==> src/rtl/core/sdc_pkg.sv <==
// Shared types, constants and helpers for the scaled decimal compare block.
// No dependencies; every other file in rtl/core but sdc_checker imports this package.
`timescale 1ns / 1ps

package sdc_pkg;

   localparam int WORD_W            = 32;
   localparam int MANT_W            = 3 * WORD_W;
   localparam int SCALE_W           = 8;
   localparam int CMD_W             = 3;
   localparam int DEFAULT_SCALE_CAP = 28;

   typedef enum logic [CMD_W-1:0] {
      CMD_LESS          = 3'd0,
      CMD_LESS_EQUAL    = 3'd1,
      CMD_GREATER       = 3'd2,
      CMD_GREATER_EQUAL = 3'd3,
      CMD_EQUAL         = 3'd4,
      CMD_NOT_EQUAL     = 3'd5
   } cmd_type;

   typedef struct packed {
      logic    valid;
      logic    invalid;
      logic    swapped;
      logic    a_neg;
      logic    b_neg;
      cmd_type cmd;
   } side_type;

   // upper bound on the bits of 10^n, ceil(n * log2(10)) or one more
   function automatic int scale_bits(input int n);
      return (n * 3322 + 999) / 1000;
   endfunction

endpackage

==> src/rtl/core/sdc_scale_stage.sv <==
// One pipeline stage of the widening chain: multiply by ten while steps remain.
// Depends on sdc_pkg.
`timescale 1ns / 1ps

module sdc_scale_stage #(
   parameter int WIDE_W = sdc_pkg::MANT_W + 4,
   parameter int CNT_W  = 5
) (
   input  logic                        clock,
   input  logic                        reset,
   input  sdc_pkg::side_type           side_i,
   input  logic [WIDE_W-1:0]           small_i,
   input  logic [sdc_pkg::MANT_W-1:0]  large_i,
   input  logic [CNT_W-1:0]            cnt_i,
   output sdc_pkg::side_type           side_o,
   output logic [WIDE_W-1:0]           small_o,
   output logic [sdc_pkg::MANT_W-1:0]  large_o,
   output logic [CNT_W-1:0]            cnt_o
);
   import sdc_pkg::*;

   side_type          side_ff;
   logic [WIDE_W-1:0] small_ff, small_in;
   logic [MANT_W-1:0] large_ff;
   logic [CNT_W-1:0]  cnt_ff, cnt_in;

   always_comb begin
      if (cnt_i != '0) begin
         small_in = (small_i << 3) + (small_i << 1);
         cnt_in   = cnt_i - CNT_W'(1);
      end else begin
         small_in = small_i;
         cnt_in   = cnt_i;
      end
   end

   always_ff @(posedge clock) begin
      if (reset) begin
         side_ff <= '0;
      end else begin
         side_ff <= side_i;
      end
   end

   always_ff @(posedge clock) begin
      small_ff <= small_in;
      large_ff <= large_i;
      cnt_ff   <= cnt_in;
   end

   assign side_o  = side_ff;
   assign small_o = small_ff;
   assign large_o = large_ff;
   assign cnt_o   = cnt_ff;

endmodule

==> config.mk <==
export PLATFORM = sky130hd
export DESIGN_NAME = sdc_scale_stage
export DESIGN_NICKNAME = d
export VERILOG_FILES = /design/src/rtl/core/sdc_pkg.sv /design/src/rtl/core/sdc_scale_stage.sv
export SDC_FILE = /design/constraint.sdc
export NUM_CORES = 1
export LEC_CHECK = 0
export ABC_AREA = 0
export BUFFER_PORTS_ARGS = -buffer_cell sky130_fd_sc_hd__buf_2
export CAP_MARGIN = 20
export CORE_ASPECT_RATIO = 0.75
export CORE_UTILIZATION = 35
export DETAILED_ROUTE_END_ITERATION = 6
export SLEW_MARGIN = 5
export SYNTH_ARGS = -nofsm -noshare
export SYNTH_HDL_FRONTEND = slang
export SYNTH_SLANG_ARGS = --single-unit
==> constraint.sdc <==
create_clock -name clock -period 4.7 [get_ports clock]
set_input_delay 0.47 -clock clock [delete_from_list [all_inputs] [get_ports clock]]
set_output_delay 0.47 -clock clock [all_outputs]
set_load 0.01 [all_outputs]
; ---- After elaboration in Yosys (flattened, before gate mapping)
; Cells that the tools add are included.
[totals]
output_inout_bits = 209
ff_bits = 209
[op_classes]
n_mux = 2
reduce_logical = 1
n_addsub = 2
[ops]
columns = operator, count
row1 = adder 100 bit, 1
row2 = 2-to-1 mux 100 bit, 1
row3 = 2-to-1 mux 5 bit, 1
row4 = nonzero test 5 bit, 1
row5 = "subtractor 5 x 1 -> 5 bit, second input constant", 1

; ---- Depth between registers and ports, before layout
[depth]
depth_word = 2
mapped_depth = 13
mapped_depth_nobuf = 13

; ---- Worst setup path before layout
; OpenSTA, ideal clock, no wires.
[synth_timing]
path_type = in2reg
from = in small_i[0]
to = reg small_ff[99] (netlist: small_o[99])
setup_slack_ns = 1.369
required_ns = 4.568
t_arrival_ns = 3.198
stages = 13
path_cell_list = ha_1 fa_1 a21o_1 a221oi_2 or4b_1 o211ai_2 o21a_2 o21ai_2 nand2_1 a2111oi_0 o31ai_1 xnor2_1 a21oi_1
[synth_between]
elab_chain_cells = 2
[synth_lines]
columns = item, line_no
row1 = start: declaration, sdc_scale_stage.sv:12  ; input logic [WIDE_W-1:0] small_i,
row2 = adder 100 bit, sdc_scale_stage.sv:29  ; small_in = (small_i << 3) + (small_i << 1);
row3 = 2-to-1 mux 100 bit, sdc_scale_stage.sv:28  ; if (cnt_i != '0) begin
row4 = via small_in[99], sdc_scale_stage.sv:23  ; logic [WIDE_W-1:0] small_ff, small_in;
row5 = end signal: assignment, sdc_scale_stage.sv:46  ; small_ff <= small_in;
row6 = end: declaration, sdc_scale_stage.sv:23
; The timed path passes the listed nets, and every way through them passes these cells.
; A chain may end at the register's enable or synchronous reset.

; ---- Worst setup path after layout
; Ends and elaborated chain as after synthesis.

==> results_dict.tcl <==
set metrics [dict create \
    outcome "finished clean" \
    floorplan.die_area_um2 33390 \
    synth-seq-area-share_pct 36.61 \
    power.static_leakage_nw 6.793 \
    period_share_pct 77.15 \
    final_nets 2065 \
    postSynth.topFlopCell "sky130_fd_sc_hd__dfxtp_1" \
    wire_per_inst_um 18.00 \
    fin_tns_setup_ns 0 \
    io-pin-count 420 \
    drtAntennaViolNets 0 \
    cp_data_required_time_ns 5.07 \
    power.density_cell_area_nw_per_um2 377.4 \
    worstSetupEndpointType "register" \
    slew_headroom_pct 39.24 \
    total_power_mw 5.502 \
    timing.final.crit_period_ns 3.626 \
    replace_congestion 0.9403 \
    setup_viol_count_final 0 \
    ys_types 70 \
    globalRoute.totalOverflow 0 \
    power.switching_mw 1.763 \
    placement.cell_area_um2 13820 \
    cts_htree_levels 1 \
    cap_violations 0 \
    detailedPlace.worstSlack_ns 0.5023 \
    synth.largest_area_cell "sky130_fd_sc_hd__dfxtp_1" \
    mostFrequentLayoutCell "sky130_fd_sc_hd__buf_2" \
    share_clk_of_total_power_pct 32.7 \
    die_x_um 210.7 \
    grt_pass1_vias 10588 \
    route.final.wire_length_mm 39.78 \
    fillCellCount 3194 \
    power.share.sequential_pct 38.0 \
    use_met2_pct 33.82 \
    clock-root-buffer "sky130_fd_sc_hd__clkbuf_16" \
    worstHoldPathType "primary input to register" \
    combined_global_route_utilization_of_all_metal_layers_pct 22.57 \
    mappedNetlistNets 1693 \
    drc 0 \
    most-common-layout-cells "sky130_fd_sc_hd__buf_2, sky130_fd_sc_hd__dfxtp_1, sky130_fd_sc_hd__a21oi_1" \
    post_synth_instance_area_um2 11430 \
    busiest_layer "met2" \
    final-hold-violation-count 0 \
    area_growth_pct 27.57 \
    clock_path_buffers 3 \
    cts.hold.buffers_added 0 \
    netlist.area_leader.share_pct 36.61 \
    tritoncts_num_sinks 209 \
    placed_wire_length_estimate_mm 32.61 \
    start_util_pct 36.09 \
    cts_setup_buffers 0 \
    drt_first_pass_iters 5 \
    number_of_antenna_violations_at_the_first_check_in_global_routing 6 \
    core-area_um2 31670 \
    fp-row-count 56 \
    start_kind "primary input" \
    drt-vias-per-instance 5.224 \
    y_dimension_of_the_die_um 158.5 \
    final_instance_area_um2 14580 \
    cp_max_fo 4 \
    ys_warn_count 0 \
    sw_frac_of_total_pct 32.05 \
    fmax_ghz 0.2758 \
    gr-usage-met1_pct 31.51 \
    setup.worst_path.class "primary input to register" \
    max_slew.worst_pin.slew_ns 0.9114 \
    p_int_mw 3.739 \
    drive_above_1_share_pct 27.37 \
    ys_top_cells_by_area "sky130_fd_sc_hd__dfxtp_1, sky130_fd_sc_hd__ha_1, sky130_fd_sc_hd__a21oi_1" \
    first_iter_violations 859 \
    finalCoreUtilization_pct 46.03 \
    unrepaired_setup_endpoints_after_global_routing "no" \
    cts_made_buffers 22 \
    vdd_drop_max_mv 0.2343 \
    setup_slack_of_the_critical_path_after_layout_ns 1.074 \
    share_comb_of_total_power_pct 29.3 \
    grt.met3_usage_pct 4.714 \
    synth-edff-count 0 \
    synth_area_per_cell_um2 8.258 \
    worst-endpoint-arrival_ns 3.99 \
    cts_repair_resize_count 0 \
    tritoncts "done" \
    register_bit_total_from_synthesis 209 \
    path_clk_slew_ns 0.07 \
    portBuffers 419 \
    via_count 11546 \
    maximum_number_of_pins_on_one_net_before_global_route_repair 81 \
    postSynthCellCount 1384 \
    postSynth.asyncResetShare_pct 0 \
    slew_viol_final 0 \
    global_route_wire_length_before_repair_mm 59.01 \
]
-- final cells by class --
type	count	area, µm²	area share (%)
Antenna cell	3	7.507	0.05149
Clock inverter	9	103.9	0.7123
Inverter	31	116.4	0.7981
Multi-Input combinational cell	1070	6858	47.04
Sequential cell	209	4184	28.70
Clock buffer	31	645.6	4.428
Timing Repair Buffer	422	2120	14.54
Tap cell	435	544.3	3.733
-- path summary, 6_finish.rpt --
kind	start	to	slack, ns	cells after the start
max	small_i[0]	small_o[99]$_DFF_P_	1.07	14
min	large_i[44]	large_o[44]$_DFF_P_	0.04	1
-- power groups by stage --
stage | sequential (mW) | combinational, mW | clock, mW
global route | 2.11 | 1.76 | 1.93
detailed placement | 2.13 | 1.60 | 0
global placement | 2.13 | 1.60 | 0
CTS | 2.09 | 1.61 | 1.86
floorplan | 2.26 | 0.817 | 0
finish | 2.09 | 1.61 | 1.80
-- critical path: stages --
cell and delay [ns]:
sky130_fd_sc_hd__buf_2 0.12, sky130_fd_sc_hd__ha_1 0.22, sky130_fd_sc_hd__fa_1 0.41, sky130_fd_sc_hd__a21o_1 0.20, sky130_fd_sc_hd__a221oi_2 0.48, sky130_fd_sc_hd__or4b_1 0.21, sky130_fd_sc_hd__o211ai_2 0.13, sky130_fd_sc_hd__o21a_2 0.25
sky130_fd_sc_hd__o21ai_2 0.23, sky130_fd_sc_hd__nand2_1 0.17, sky130_fd_sc_hd__a2111oi_0 0.64, sky130_fd_sc_hd__o31ai_1 0.18, sky130_fd_sc_hd__xnor2_1 0.20, sky130_fd_sc_hd__a21oi_1 0.09
-- registers in the layout, indices dropped and copies added, names as in the netlist --
signal,flops
cnt_o,5
large_o,96
side_o,8
small_o,100
-- per-stage QoR --
| stage | hold slack (ns) | std cells |
|---|---|---|
| 5_1_grt | 0.02160 | 2210 |
| 3_3_place_gp | 0.5722 | 2167 |
| 3_5_place_dp | 0.5736 | 2167 |
| 2_1_floorplan | 0.4977 | 1384 |
| 6_report | 0.04417 | 2210 |
| 4_1_cts | 0.02271 | 2207 |
-- layer usage --
metal / part of all wire [%] / vias to the layer above
li1: - / 5704
met1: 46 / 5286
met2: 43 / 490
met3: 8.0 / 62
met4: 3.4 / 4
met5: 0.078 / -
-- kinds of logic after synthesis --
logic type	after synthesis	synth area share [%]
xor gates and xnor gates	95	7.280
and+or+nand+nor	416	16.74
buffers and inverters	105	3.471
DFF	209	36.61
muxes	2	0.1861
adders and majority gates	98	10.79
AOI/OAI and AO/OA	459	24.92
-- Yosys cell counts (all sizes together) (3+ instances only) --
cell,number
or4,4
xnor2,60
a211o,6
nand3,6
nand2b,9
and4,5
nor3,17
nor2b,19
xor2,35
a2111oi,5
ha,97
a221oi,10
o31ai,11
a21boi,5
and2,7
o21a,8
inv,31
a21oi,208
a31oi,8
a21o,46
buf,3
o221ai,4
o21bai,29
nor2,146
or2,4
o21ai,89
and3,8
o211ai,5
clkbuf,71
dfxtp,209
nand2,135
nor4,8
nand4,43
a211oi,9
No activity file was read; power rests on OpenSTA's default activity.
