**src/rtl/core/sdc_pkg.sv**
```systemverilog
// Shared types, constants and helpers for the scaled decimal compare block.
// No dependencies; every other file in rtl/core but sdc_checker imports this package.
`timescale 1ns / 1ps

package sdc_pkg;

   localparam int WORD_W            = 32;
   localparam int MANT_W            = 3 * WORD_W;
   localparam int SCALE_W           = 8;
   localparam int CMD_W             = 3;
   localparam int DEFAULT_SCALE_CAP = 28;

   typedef enum logic [CMD_W-1:0] {
      CMD_LESS          = 3'd0,
      CMD_LESS_EQUAL    = 3'd1,
      CMD_GREATER       = 3'd2,
      CMD_GREATER_EQUAL = 3'd3,
      CMD_EQUAL         = 3'd4,
      CMD_NOT_EQUAL     = 3'd5
   } cmd_type;

   typedef struct packed {
      logic    valid;
      logic    invalid;
      logic    swapped;
      logic    a_neg;
      logic    b_neg;
      cmd_type cmd;
   } side_type;

   // upper bound on the bits of 10^n, ceil(n * log2(10)) or one more
   function automatic int scale_bits(input int n);
      return (n * 3322 + 999) / 1000;
   endfunction

endpackage

```
**src/rtl/core/sdc_align.sv**
```systemverilog
// Entry stage: scale range check and choice of the operand to widen.
// Depends on sdc_pkg.
`timescale 1ns / 1ps

module sdc_align #(
   parameter int SCALE_CAP = sdc_pkg::DEFAULT_SCALE_CAP,
   parameter int CNT_W     = $clog2(SCALE_CAP + 1)
) (
   input  logic                         clock,
   input  logic                         reset,
   input  logic                         accept,
   input  logic [sdc_pkg::CMD_W-1:0]    command,
   input  logic [sdc_pkg::MANT_W-1:0]   a_mant,
   input  logic [sdc_pkg::SCALE_W-1:0]  a_scale,
   input  logic                         a_negative,
   input  logic [sdc_pkg::MANT_W-1:0]   b_mant,
   input  logic [sdc_pkg::SCALE_W-1:0]  b_scale,
   input  logic                         b_negative,
   output sdc_pkg::side_type            side,
   output logic [sdc_pkg::MANT_W-1:0]   small_mant,
   output logic [sdc_pkg::MANT_W-1:0]   large_mant,
   output logic [CNT_W-1:0]             cnt
);
   import sdc_pkg::*;

   localparam logic [SCALE_W-1:0] SCALE_LIMIT = SCALE_W'(SCALE_CAP);

   side_type           side_ff, side_in;
   logic [MANT_W-1:0]  small_ff, small_in, large_ff, large_in;
   logic [CNT_W-1:0]   cnt_ff, cnt_in;
   logic [SCALE_W-1:0] diff;

   always_comb begin
      side_in.valid   = accept;
      side_in.invalid = (a_scale > SCALE_LIMIT) || (b_scale > SCALE_LIMIT);
      side_in.swapped = b_scale < a_scale;
      side_in.a_neg   = a_negative;
      side_in.b_neg   = b_negative;
      side_in.cmd     = cmd_type'(command);
      if (side_in.swapped) begin
         small_in = b_mant;
         large_in = a_mant;
         diff     = a_scale - b_scale;
      end else begin
         small_in = a_mant;
         large_in = b_mant;
         diff     = b_scale - a_scale;
      end
      cnt_in = side_in.invalid ? '0 : diff[CNT_W-1:0];
   end

   always_ff @(posedge clock) begin
      if (reset) begin
         side_ff <= '0;
      end else begin
         side_ff <= side_in;
      end
   end

   always_ff @(posedge clock) begin
      small_ff <= small_in;
      large_ff <= large_in;
      cnt_ff   <= cnt_in;
   end

   assign side       = side_ff;
   assign small_mant = small_ff;
   assign large_mant = large_ff;
   assign cnt        = cnt_ff;

endmodule

```
**config.mk**
```make
export PLATFORM = sky130hd
export DESIGN_NAME = sdc_align
export DESIGN_NICKNAME = d
export VERILOG_FILES = /design/src/rtl/core/sdc_pkg.sv /design/src/rtl/core/sdc_align.sv
export SDC_FILE = /design/constraint.sdc
export NUM_CORES = 1
export LEC_CHECK = 0
export BUFFER_PORTS_ARGS = -buffer_cell sky130_fd_sc_hd__buf_2
export CAP_MARGIN = 10
export CORE_AREA = 2 2 162 164
export DETAILED_ROUTE_END_ITERATION = 12
export DIE_AREA = 0 0 164 166
export GPL_TIMING_DRIVEN = 0
export RECOVER_POWER = 100
export SYNTH_ARGS = -nofsm -noshare
export SYNTH_HDL_FRONTEND = slang
export SYNTH_SLANG_ARGS = --single-unit
export TNS_END_PERCENT = 1
```
**constraint.sdc**
```tcl
create_clock -name clock -period 2.3 [get_ports clock]
set_input_delay 0.46 -clock clock [delete_from_list [all_inputs] [get_ports clock]]
set_output_delay 0.46 -clock clock [all_outputs]
set_load 0.02 [all_outputs]
```
=== Word-level counts from Yosys, hierarchy flattened ===
Cells that the tools add are included.

* Register bits after elaboration: 205
* Logic and storage cells: 18
* Bits of input ports: 216

* $lt $le $gt $ge: 3
* Multiplexer cells: 3
* Add/sub/neg operators: 2
* Reductions and logical operators: 1

{| class="wikitable"
|+ Operators by type and width
! cell !! number
|-
| $mux 96 || 2
|-
| $gt 8x5->1 const B || 2
|-
| $sub 5x5->5 || 2
|-
| $lt 8x8->1 || 1
|-
| $mux 5 || 1
|-
| $logic_or 1x1->1 || 1
|}

=== Logic depth before layout (Yosys ltp) ===
* Depth in word-level cells: 2
* Mapped depth: 11
* Depth with buffers taken out: 8

=== Worst setup path after synthesis ===
No wires, ideal clock.

* Kind: input to register
* Start point: input b_scale[0] in the netlist's numbering
* End point: register large_ff[61], in the netlist large_mant[61]
* Data arrival time: 2.071 ns
* Setup slack: 0.171 ns
* Cell stages on the path: 11
* Buffers on the path: 3
* Path through: inv_1 -> ha_1 -> fa_1 -> nand3b_1 -> a21oi_4 -> nand2b_1 -> buf_4 -> buf_8 -> buf_6 -> nand2_1 -> nand2_1

* Word-level cells in the longest chain between the ends: 2

{| class="wikitable"
|+ RTL lines
! element !! line !! text
|-
| start: declaration || sdc_align.sv:17 || <nowiki>input logic [sdc_pkg::SCALE_W-1:0] b_scale,</nowiki>
|-
| $lt 8x8->1 || sdc_align.sv:36 || <nowiki>side_in.swapped = b_scale < a_scale;</nowiki>
|-
| $mux 96 || sdc_align.sv:40 || <nowiki>if (side_in.swapped) begin</nowiki>
|-
| net large_in[61] || sdc_align.sv:29 || <nowiki>logic [MANT_W-1:0] small_ff, small_in, large_ff, large_in;</nowiki>
|-
| end signal: assignment || sdc_align.sv:62 || <nowiki>large_ff <= large_in;</nowiki>
|-
| end: declaration || sdc_align.sv:29 ||
|}

The timed path passes the listed nets, and every way through them passes these cells.
A chain may end at the register's enable or synchronous reset.

=== Worst setup path after layout ===
* Start point: input b_scale[0] in the netlist's numbering
* End point: register small_ff[51], in the netlist small_mant[51]

* Word-level cells in the longest chain between the ends: 2

{| class="wikitable"
|+ RTL lines
! element !! line !! text
|-
| $lt 8x8->1 || sdc_align.sv:36 ||
|-
| $mux 96 || sdc_align.sv:40 ||
|-
| net small_in[51] || sdc_align.sv:29 ||
|-
| end signal: assignment || sdc_align.sv:61 || <nowiki>small_ff <= small_in;</nowiki>
|-
| end: declaration || sdc_align.sv:29 ||
|}

The timed path passes the listed nets, and every way through them passes these cells.

==> flow_summary.ini <==
[floorplanning]
start_util_pct = 27.9
rows = 59
die_h_um = 166
pin_count = 421
coreArea_um2 = 25600
die_w_um = 164
die-area_um2 = 27200

[cts]
cts.sinks = 205
cts_root_buf = clkbuf_16
cts_setup_buffers = 0
cts_resized = 0
clk_pin_slew_ps = 60
htreeDepth = 1
cts_tree = yes
cts_buffers = 24
holdBufCountCts = 0
cts.path.max_buffers = 3

[critical_path]
arrival_ps = 2590
cp-endpoint = small_mant[51]$_DFF_P_
cp.required_ps = 2740
end_kind = register
startpoint_type = input pin
crit_start = b_scale[0]
worstPathMaxFanout = 10
criticalPathCategory = input pin to register

[yosys]
synth_seq_cells = 205
async_reset_ff_share_pct = 0
synth_cells = 901
ys.flop_type = dfxtp_1
syn_nets = 1131
netlist_top_cells_area = dfxtp_1, nand2_1, ha_1, buf_8, buf_2
yosysSeqAreaShare_pct = 57.4
yosysTopAreaCellShare_pct = 57.4
yosys_warnings = 0
yosysTopAreaCell = dfxtp_1
syn_area_um2 = 7150
synthTopCellsByCount = nand2_1, dfxtp_1, buf_2
yosysMostFrequentCell = nand2_1
avgSynthCellArea_um2 = 7.94
ys_types = 32
synth_edf_count = 0

[timing]
fin_crit_sh_pct = 93.3
worst_pin_slew_ps = 770
setup_slack_ps = 155
finalSetupViolCount = 0
maxSlewHeadroom_pct = 48.7
max_freq_mhz = 466
rsz0062_at_grt = no
slew_violations = 0
fin_crit_ps = 2140
hold_viol = 0

[power_and_ir_drop]
p_leak_nw = 5.36
seqPwrFrac_pct = 40.8
combinationalPowerShare_pct = 22.4
ir_drop_mv = 0.515
internal_power_w = 0.00696
swShare_pct = 31.9
p_total_w = 0.0102
pwr-share-clk_pct = 36.9
power.switching_w = 0.00327
power_density_nw_per_um2 = 1000

[place]
gp_congestion = 0.852
placedCellCount = 1656
place_ws_ps = -345
dp_hpwl_um = 20000
port-buffer-count = 420

[routing]
route.detailed.drc = 0
post_drt_wl_per_cell_um = 15.5
vias = 7273
ant_nets = 0
viasPerCell = 4.27
drt_iter0_markers = 411
wl_um = 26300
dr.pass1.iters = 5

[grt]
grt_max_degree = 14
grt_antenna_before_repair = 5
grt_pass1_wl_um = 38600
grt_remaining_overflow = 0
gr-usage-all-layers_pct = 18.3
grt_pass1_vias = 6902

[final_layout]
final_nets = 1577
fillers = 2767
syn_to_final_growth_pct = 42.6
drive_gt1_share_pct = 21.7
finalNonFillerCells = 1702

[outcome]
status = complete, no violations

[flow_run]
cap_violations = 0

[min_path]
timing.hold.worst.class = input pin to register
[worst min path at each step]
stage                          start                     end  slack, ps  cells after the start
after floorplan                reset      side[0]$_SDFF_PP0_        530                      1
after global placement    b_mant[78]  small_mant[78]$_DFF_P_        660                      3
after detailed placement  b_mant[73]  small_mant[73]$_DFF_P_        660                      3
after CTS                 a_mant[15]  large_mant[15]$_DFF_P_        120                      3
after global routing      b_mant[48]  small_mant[48]$_DFF_P_        130                      3
final                     a_mant[15]  large_mant[15]$_DFF_P_        140                      3
[area by class of cell]
class	instances	area [µm²]	share of cell area, %
timing repair buffer	420	1840	18.1
inverter	13	48.8	0.478
clock inverter	10	88.8	0.871
tap	335	419	4.11
antenna	3	7.51	0.0736
buffer	43	325	3.19
multi-input combinational	640	2660	26.1
sequential	205	4100	40.2
clock buffer	33	706	6.92
[critical path: stages]
cell and delay [ps]:
buf_2 90, inv_1 50, ha_1 210, fa_1 380, nand3b_1 250, a21oi_4 200
nand2b_1 120, buf_4 150, buf_6 200, clkbuf_2 270, nand2_1 80, nand2_1 110
[per-stage QoR]
step	TNS, ps	hold slack (ps)	util (%)	cell area, µm²
6_report	0	145	39.8	10200
5_1_grt	0	128	39.8	10200
4_1_cts	0	119	40.9	10500
3_5_place_dp	-41590	662	37.8	9680
3_3_place_gp	-36540	659	37.8	9680
2_1_floorplan	0	532	-	7150
[metal layers]
metal	global-route usage [%]	share of wire, %
met1	22.1	41
met5	0	0.10
met3	4.77	8.9
met2	31.2	48
met4	6.33	2.4
[power by group through the flow]
| stage | logic (W) | registers (W) | clock network [W] |
|---|---|---|---|
| 2_1_floorplan | 0.000769 | 0.00485 | 0 |
| 3_3_place_gp | 0.00243 | 0.00422 | 0 |
| 3_5_place_dp | 0.00245 | 0.00423 | 0 |
| 4_1_cts | 0.00246 | 0.00416 | 0.00387 |
| 5_1_grt | 0.00250 | 0.00421 | 0.00405 |
| 6_report | 0.00229 | 0.00417 | 0.00377 |
[kinds of logic (layout without fill, tap and decap cells)]
group | after synthesis | after routing | synth area share (%)
other | 0 | 3 | 0
buffers and inverters | 56 | 519 | 5.42
muxes | 3 | 3 | 0.420
AOI/OAI and AO/OA | 14 | 14 | 1.33
DFF | 205 | 205 | 57.4
and+or+nand+nor | 609 | 609 | 32.8
adders and majority gates | 14 | 14 | 2.66
[layout by cell type, fill, tap and decap left out, types with 2 or more instances in the layout]
cell        Yosys  final
a21oi_1         3      3
buf_2          22    222
buf_6           3      3
buf_8           9      9
clkbuf_1        2    213
clkbuf_16       0     25
clkbuf_2        0     17
clkbuf_8        0      5
clkinv_2        0      4
clkinvlp_4      0      4
dfxtp_1       205    205
diode_2         0      3
fa_1            2      2
ha_1           12     12
inv_1          13     13
mux2i_1         3      3
nand2_1       582    582
nand4_1         2      2
nor2_1          4      4
nor2b_1         9      9
nor4b_1         2      2
o21ai_0         4      4
or3_1           3      3
[registers in the layout, indices dropped and copies added, names as in the netlist]
register / flops
cnt: 5
large_mant: 96
side: 8
small_mant: 96
No activity file was read; power rests on OpenSTA's default activity.
