<file path="config.mk">
export PLATFORM = sky130hd
export DESIGN_NAME = sdc_order
export DESIGN_NICKNAME = d
export VERILOG_FILES = /design/src/rtl/core/sdc_pkg.sv /design/src/rtl/core/sdc_order.sv
export SDC_FILE = /design/constraint.sdc
export NUM_CORES = 1
export LEC_CHECK = 0
export BUFFER_PORTS_ARGS = -buffer_cell sky130_fd_sc_hd__buf_2
export CORE_MARGIN = 4
export CORE_UTILIZATION = 48
export CTS_CLUSTER_SIZE = 16
export DETAILED_ROUTE_END_ITERATION = 8
export PLACE_DENSITY = 0.85
export SLEW_MARGIN = 20
export SYNTH_ARGS = -nofsm -noshare
export SYNTH_HDL_FRONTEND = slang
export SYNTH_SLANG_ARGS = --single-unit
</file>
<file path="constraint.sdc">
create_clock -name clock -period 2.75 [get_ports clock]
set_input_delay 0.1375 -clock clock [delete_from_list [all_inputs] [get_ports clock]]
set_output_delay 0.1375 -clock clock [all_outputs]
set_load 0.1 [all_outputs]
</file>
<file path="src/rtl/core/sdc_pkg.sv">
// Shared types, constants and helpers for the scaled decimal compare block.
// No dependencies; every other file in rtl/core but sdc_checker imports this package.
`timescale 1ns / 1ps

package sdc_pkg;

   localparam int WORD_W            = 32;
   localparam int MANT_W            = 3 * WORD_W;
   localparam int SCALE_W           = 8;
   localparam int CMD_W             = 3;
   localparam int DEFAULT_SCALE_CAP = 28;

   typedef enum logic [CMD_W-1:0] {
      CMD_LESS          = 3'd0,
      CMD_LESS_EQUAL    = 3'd1,
      CMD_GREATER       = 3'd2,
      CMD_GREATER_EQUAL = 3'd3,
      CMD_EQUAL         = 3'd4,
      CMD_NOT_EQUAL     = 3'd5
   } cmd_type;

   typedef struct packed {
      logic    valid;
      logic    invalid;
      logic    swapped;
      logic    a_neg;
      logic    b_neg;
      cmd_type cmd;
   } side_type;

   // upper bound on the bits of 10^n, ceil(n * log2(10)) or one more
   function automatic int scale_bits(input int n);
      return (n * 3322 + 999) / 1000;
   endfunction

endpackage

</file>
<file path="src/rtl/core/sdc_order.sv">
// Closing stages: magnitude compare, then signs, order and relation test.
// Depends on sdc_pkg.
`timescale 1ns / 1ps

module sdc_order #(
   parameter int WIDE_W = sdc_pkg::MANT_W + 4
) (
   input  logic                        clock,
   input  logic                        reset,
   input  sdc_pkg::side_type           side_i,
   input  logic [WIDE_W-1:0]           small_i,
   input  logic [sdc_pkg::MANT_W-1:0]  large_i,
   output logic                        rsp_valid,
   output logic signed [1:0]           rsp_order,
   output logic                        rsp_relation_holds,
   output logic                        rsp_scale_invalid
);
   import sdc_pkg::*;

   localparam logic signed [1:0] ORD_LT = -2'sd1;
   localparam logic signed [1:0] ORD_EQ = 2'sd0;
   localparam logic signed [1:0] ORD_GT = 2'sd1;

   side_type          side_ff;
   logic              a_gt_ff, a_gt_in, a_lt_ff, a_lt_in;
   logic              a_zero_ff, a_zero_in, b_zero_ff, b_zero_in;
   logic [WIDE_W-1:0] large_wide;
   logic              small_gt, small_lt;

   logic              valid_ff;
   logic signed [1:0] order_ff, order_in;
   logic              rel_ff, rel_in;
   logic              invalid_ff;
   logic              na, nb;
   logic signed [1:0] mag;

   // compare stage
   always_comb begin
      large_wide = {{(WIDE_W - MANT_W){1'b0}}, large_i};
      small_gt   = small_i > large_wide;
      small_lt   = small_i < large_wide;
      if (side_i.swapped) begin
         a_gt_in   = small_lt;
         a_lt_in   = small_gt;
         a_zero_in = large_i == '0;
         b_zero_in = small_i == '0;
      end else begin
         a_gt_in   = small_gt;
         a_lt_in   = small_lt;
         a_zero_in = small_i == '0;
         b_zero_in = large_i == '0;
      end
   end

   // sign and relation stage
   always_comb begin
      na  = side_ff.a_neg && !a_zero_ff;
      nb  = side_ff.b_neg && !b_zero_ff;
      mag = a_gt_ff ? ORD_GT : (a_lt_ff ? ORD_LT : ORD_EQ);
      if (side_ff.invalid) begin
         order_in = ORD_EQ;
      end else if (na != nb) begin
         order_in = na ? ORD_LT : ORD_GT;
      end else begin
         order_in = na ? -mag : mag;
      end
      case (side_ff.cmd)
         CMD_LESS:          rel_in = order_in < ORD_EQ;
         CMD_LESS_EQUAL:    rel_in = order_in <= ORD_EQ;
         CMD_GREATER:       rel_in = order_in > ORD_EQ;
         CMD_GREATER_EQUAL: rel_in = order_in >= ORD_EQ;
         CMD_EQUAL:         rel_in = order_in == ORD_EQ;
         CMD_NOT_EQUAL:     rel_in = order_in != ORD_EQ;
         default:           rel_in = 1'b0;
      endcase
      if (side_ff.invalid) begin
         rel_in = 1'b0;
      end
   end

   always_ff @(posedge clock) begin
      if (reset) begin
         side_ff  <= '0;
         valid_ff <= 1'b0;
      end else begin
         side_ff  <= side_i;
         valid_ff <= side_ff.valid;
      end
   end

   always_ff @(posedge clock) begin
      a_gt_ff    <= a_gt_in;
      a_lt_ff    <= a_lt_in;
      a_zero_ff  <= a_zero_in;
      b_zero_ff  <= b_zero_in;
      order_ff   <= order_in;
      rel_ff     <= rel_in;
      invalid_ff <= side_ff.invalid;
   end

   assign rsp_valid          = valid_ff;
   assign rsp_order          = order_ff;
   assign rsp_relation_holds = rel_ff;
   assign rsp_scale_invalid  = invalid_ff;

endmodule

</file>
### Yosys cells after proc, flatten, opt, wreduce, memory -nomap -nowiden

Cells that the tools add are included.

* register bits: 16
* input port bits: 206
* output and inout bits: 5
* word-level logic and storage cells: 46

* $add $sub $neg: 1
* $lt $le $gt $ge: 6
* eq/ne operators: 6
* mux-type cells: 11
* reduce and logical (&&, ||, !) cells: 9

Operators by type and width (number)
* 100-bit by 96-bit greater-than comparator with 1-bit output: 1
* 100-bit logical NOT: 1
* 100-bit by 96-bit < comparator with 1-bit output: 1
* 96-bit logical NOT: 1
* 2-bit two-way mux: 6
* 3-bit by 2-bit equality test with 1-bit output (second input constant): 2
* 3-bit equality test (second input constant): 2
* 1-bit case mux with 6 select lines: 1
* 1-bit two-way mux: 4
* 3-bit by 1-bit equality test with 1-bit output (second input constant): 1
* 3-bit logical NOT: 1
* 2-bit by 1-bit greater-or-equal comparator with 1-bit output (second input constant): 1
* 2-bit by 1-bit greater-than comparator with 1-bit output (second input constant): 1
* 2-bit by 1-bit <= comparator with 1-bit output (second input constant): 1
* 1-bit logical AND: 2
* 1-bit logical NOT: 2
* 2-bit logical NOT: 1
* 2-bit by 1-bit < comparator with 1-bit output (second input constant): 1
* 2-bit negator: 1
* 2-bit nonzero test: 1
* 1-bit != test: 1

### Logic depth before layout (Yosys ltp)

* depth in word-level cells: 8
* gate-level depth with buffers: 9
* depth with buffers taken out: 9

### Least setup slack after synthesis

No wires, ideal clock.

* path kind: input to register
* from: input large_i[82] (netlist bit)
* to: register a_gt_ff
* library setup time: 119 ps
* data arrival time: 1744 ps
* required time: 2631 ps
* slack: 887 ps
* cell stages on the path: 9
* buffers on the path: 0
* cells stage by stage: inv_1 -> ha_1 -> a21oi_1 -> nand2_1 -> a221o_1 -> a211o_1 -> a2111oi_2 -> nand2_1 -> mux2i_1

* longest elaborated chain between the ends: 2
* elaborated cells between the ends (all ways): 3
* those cells by class: order compare: 2; mux: 1

RTL lines
* start, declared: RTL line sdc_order.sv:12 `input logic [sdc_pkg::MANT_W-1:0] large_i,`
* 100-bit by 96-bit greater-than comparator with 1-bit output or 100-bit by 96-bit < comparator with 1-bit output (tied branches): RTL line sdc_order.sv:40, sdc_order.sv:41
* 1-bit two-way mux (*): RTL line sdc_order.sv:42 `if (side_i.swapped) begin`
* net a_gt_in: RTL line sdc_order.sv:25 `logic a_gt_ff, a_gt_in, a_lt_ff, a_lt_in;`
* end signal, assigned: RTL line sdc_order.sv:92 `a_gt_ff <= a_gt_in;`
* end, declared: RTL line sdc_order.sv:25

The timed path passes the listed nets; every way through them passes the cells marked *.
A chain may end at the register's enable or synchronous reset.

### Worst setup path in the final report

* from: input large_i[66] (netlist bit)
* to: register a_lt_ff

* longest elaborated chain between the ends: 2
* elaborated cells between the ends (all ways): 3
* those cells by class: order compare: 2; mux: 1

RTL lines
* 100-bit by 96-bit < comparator with 1-bit output or 100-bit by 96-bit greater-than comparator with 1-bit output (tied branches): RTL line sdc_order.sv:41, sdc_order.sv:40
* 1-bit two-way mux (*): RTL line sdc_order.sv:42
* net a_lt_in: RTL line sdc_order.sv:25
* end signal, assigned: RTL line sdc_order.sv:93 `a_lt_ff <= a_lt_in;`
* end, declared: RTL line sdc_order.sv:25

Marked as above.

==> flow_metrics.py <==
metrics = {
    "timing": {
        "finalSetupViolations": 0,
        "clock_skew_ps": 4.663,
        "slew_headroom_pct": 53.35,
        "fin_tns_setup_ps": 0,
        "finalCriticalPeriod_ps": 2124,
        "max_freq_mhz": 470.8,
        "worst_pin_slew_ps": 693.3,
        "min_period_over_period_pct": 77.24,
        "rsz0062_at_grt": "no",
        "drv_slew": 0,
        "finalHoldViolCount": 0,
    },
    "yosys": {
        "netlist_instances": 470,
        "synth_area_sq_um": 3423,
        "synth-edff-count": 0,
        "synth_area_leaders": "ha_1 (35%), inv_1 (11%), nor4_1 (10%)",
        "yosys.area.top_type": "ha_1",
        "synth.distinct_cells": 36,
        "postSynthAreaPerCell_sq_um": 7.284,
        "yosysSeqAreaShare_pct": 9.357,
        "synthFlopType": "dfxtp_1",
        "yosysWarnings": 0,
        "synth_fp_nets": 772,
        "async_reset_ff_share_pct": 0,
        "synth_top_area_share_pct": 35.09,
        "ys_ff_latch": 16,
    },
    "global_route": {
        "grt_use_total_pct": 29.38,
        "overflow": 0,
        "grt_max_degree": 9,
        "grt_pass1_wl_um": 20560,
        "antenna_found_initial": 0,
        "grt_pass1_vias": 4550,
    },
    "routing": {
        "ant_nets": 0,
        "viasPerCell": 5.594,
        "drt_iter0_markers": 143,
        "routedWlPerCell_um": 16.57,
        "drcViolationCount": 0,
        "vias": 4358,
        "dr.pass1.iters": 5,
        "wirelength_um": 12910,
    },
    "place": {
        "io_buffers": 210,
        "dp.cells": 776,
        "hpwl_um": 12020,
        "gp_congestion": 0.9773,
    },
    "cts": {
        "ctsHoldBuffers": 0,
        "htreeDepth": 1,
        "cts_buffer_depth": 2,
        "clk_pin_slew_worst_paths_ps": 60,
        "tritoncts": "yes",
        "clk_latency_ps": 250,
        "cts_buffers": 3,
        "cts_sinks": 16,
        "cts_setup_buffers": 0,
        "cts_resized": 0,
        "cts_root_buf": "clkbuf_8",
    },
    "min_path": {
        "min-delay-path-class": "input port to register",
        "holdPathStages": 2,
    },
    "power_and_ir_drop": {
        "ir_worst_vdd_mv": 0.1591,
        "leakage_nw": 2.684,
        "power.density_nw_per_um2": 223.8,
    },
    "worst_setup_path": {
        "cpPeakStageDelay_ps": 670,
        "crit_path_start": "large_i[66]",
        "crit_buf_inv": 2,
        "cp.arrival_ps": 2300,
        "slowest_stage": "nor4_1",
        "rrSetupSlack_ps": 1240,
        "critPathRequiredTime_ps": 2930,
        "path_class": "input port to register",
        "cp-end-kind": "register",
        "path_delay_family": "simple AND/OR/NAND/NOR gates",
        "crit_fanout": 3,
        "start_kind": "input port",
        "worstReg2RegStart": "side_ff[4]$_SDFF_PP0_",
        "reg2reg_to": "rsp_relation_holds$_SDFF_PP0_",
        "worstSetupPathDepth": 10,
        "worstPathCellList": "buf_2 -> inv_1 -> ha_1 -> nand4_1 -> nor4_1 -> nand3_1 -> a31oi_1 -> a2111oi_2 -> nand2_1 -> mux2i_1",
        "rr_worst_depth": 7,
        "crit_end": "a_lt_ff$_DFF_P_",
    },
    "floorplan": {
        "dieArea_sq_um": 8547,
        "core_sq_um": 6869,
        "die_w_um": 92.45,
        "io_pins": 211,
        "start_util_pct": 49.84,
        "die_h_um": 92.45,
        "rows": 30,
    },
    "job": {
        "cap_violations": 0,
    },
    "cells_and_area": {
        "stdcell_count": 779,
        "n_antenna_cell": 0,
        "layout.nets": 987,
        "drive_above_1_share_pct": 31.92,
        "syn2layout_area_growth_pct": 35.42,
    },
    "outcome": {
        "status": "finished, final reports clean",
    },
}
==> logic make-up (layout without fill, tap and decap cells) <==
family / after synthesis / count (layout) / synth area share (%)
XOR/XNOR: 2 / 2 / 0.5118
flip-flops: 16 / 16 / 9.357
AND/OR/NAND/NOR: 172 / 172 / 28.58
buffers and inverters: 101 / 314 / 11.07
multiplexers: 5 / 5 / 1.462
adder cells (fa/ha/maj): 96 / 96 / 35.09
AO/OA/AOI/OAI: 78 / 78 / 13.93
==> cells in the final DEF, fill, tap and decap left out, drive strengths merged, types with 2 or more instances in the layout <==
cell type	instances
buf	210
inv	101
ha	96
nor4	57
a21oi	38
nand2	36
nand4	30
dfxtp	16
o21ai	15
nand3	13
nor2	11
nor2b	10
a21o	8
and4	6
nor3	5
a221oi	5
mux2i	5
clkbuf	3
nand2b	2
a211oi	2
==> power by group <==
part | internal [W] | switching, W
Sequential | 0.000246 | 0.00000528
Clock | 0.0000970 | 0.0000760
Combinational | 0.000270 | 0.000344
Total | 0.000612 | 0.000425
==> per-stage QoR <==
step / utilization [%] / total power (W) / instance area (sq um) / setup slack (ps) / hold WS (ps)
after floorplan: - / 0.0005789 / 3423 / 887.0 / 209.1
after global placement: 66.89 / 0.0008450 / 4594 / 445.5 / 345.6
after detailed placement: 66.89 / 0.0008620 / 4594 / 386.8 / 355.2
after CTS: 67.49 / 0.001031 / 4636 / 638.5 / 102.2
after global routing: 67.49 / 0.001125 / 4636 / 519.8 / 104.0
final: 67.49 / 0.001037 / 4636 / 625.9 / 98.51
==> per-layer routing <==
layer / track usage, % / up-vias / share of wire [%]
met5: 0 / - / 0
met4: 7.426 / 0 / 2.4
met3: 6.336 / 32 / 9.8
met2: 55.35 / 214 / 49
met1: 33.17 / 1945 / 39
li1: - / 2167 / -
==> synthesized netlist by cell type (2+ instances only) <==
cell type  instances
nand4_1           29
nand3_1           13
o21ai_1            6
nor4_1            56
a221oi_1           5
a21o_1             8
a21oi_1           38
nor3_1             5
mux2i_1            5
ha_1              96
nor2_1            11
inv_1            101
dfxtp_1           16
and4_1             6
nor2b_1           10
o21ai_0            9
nand2_1           36
nand2b_1           2
==> how the worst min path moves through the flow <==
| stage | from | endpoint | slack [ps] |
|---|---|---|---|
| finish | side_i[6] | side_ff[6]$_SDFF_PP0_ | 100 |
| global route | side_i[6] | side_ff[6]$_SDFF_PP0_ | 100 |
| CTS | side_i[6] | side_ff[6]$_SDFF_PP0_ | 100 |
| floorplan | reset | rsp_valid$_SDFF_PP0_ | 210 |
| detailed placement | side_i[6] | side_ff[6]$_SDFF_PP0_ | 360 |
| global placement | side_i[6] | side_ff[6]$_SDFF_PP0_ | 350 |
==> sequential cells by signal, summed over array words and instances, names as in the netlist <==
register,flops
a_gt_ff,1
a_zero_ff,1
rsp_scale_invalid,1
rsp_relation_holds,1
rsp_valid,1
b_zero_ff,1
rsp_order,2
side_ff,7
a_lt_ff,1
==> final cells by class <==
type,instances,area [sq um]
inverters,101,379.1
repair buffers,210,1051
fillers,614,2233
well taps,96,120.1
multi-input cells,353,2724
flip-flops and latches,16,320.3
clock buffers,3,41.29
No activity file was read; power rests on OpenSTA's default activity.
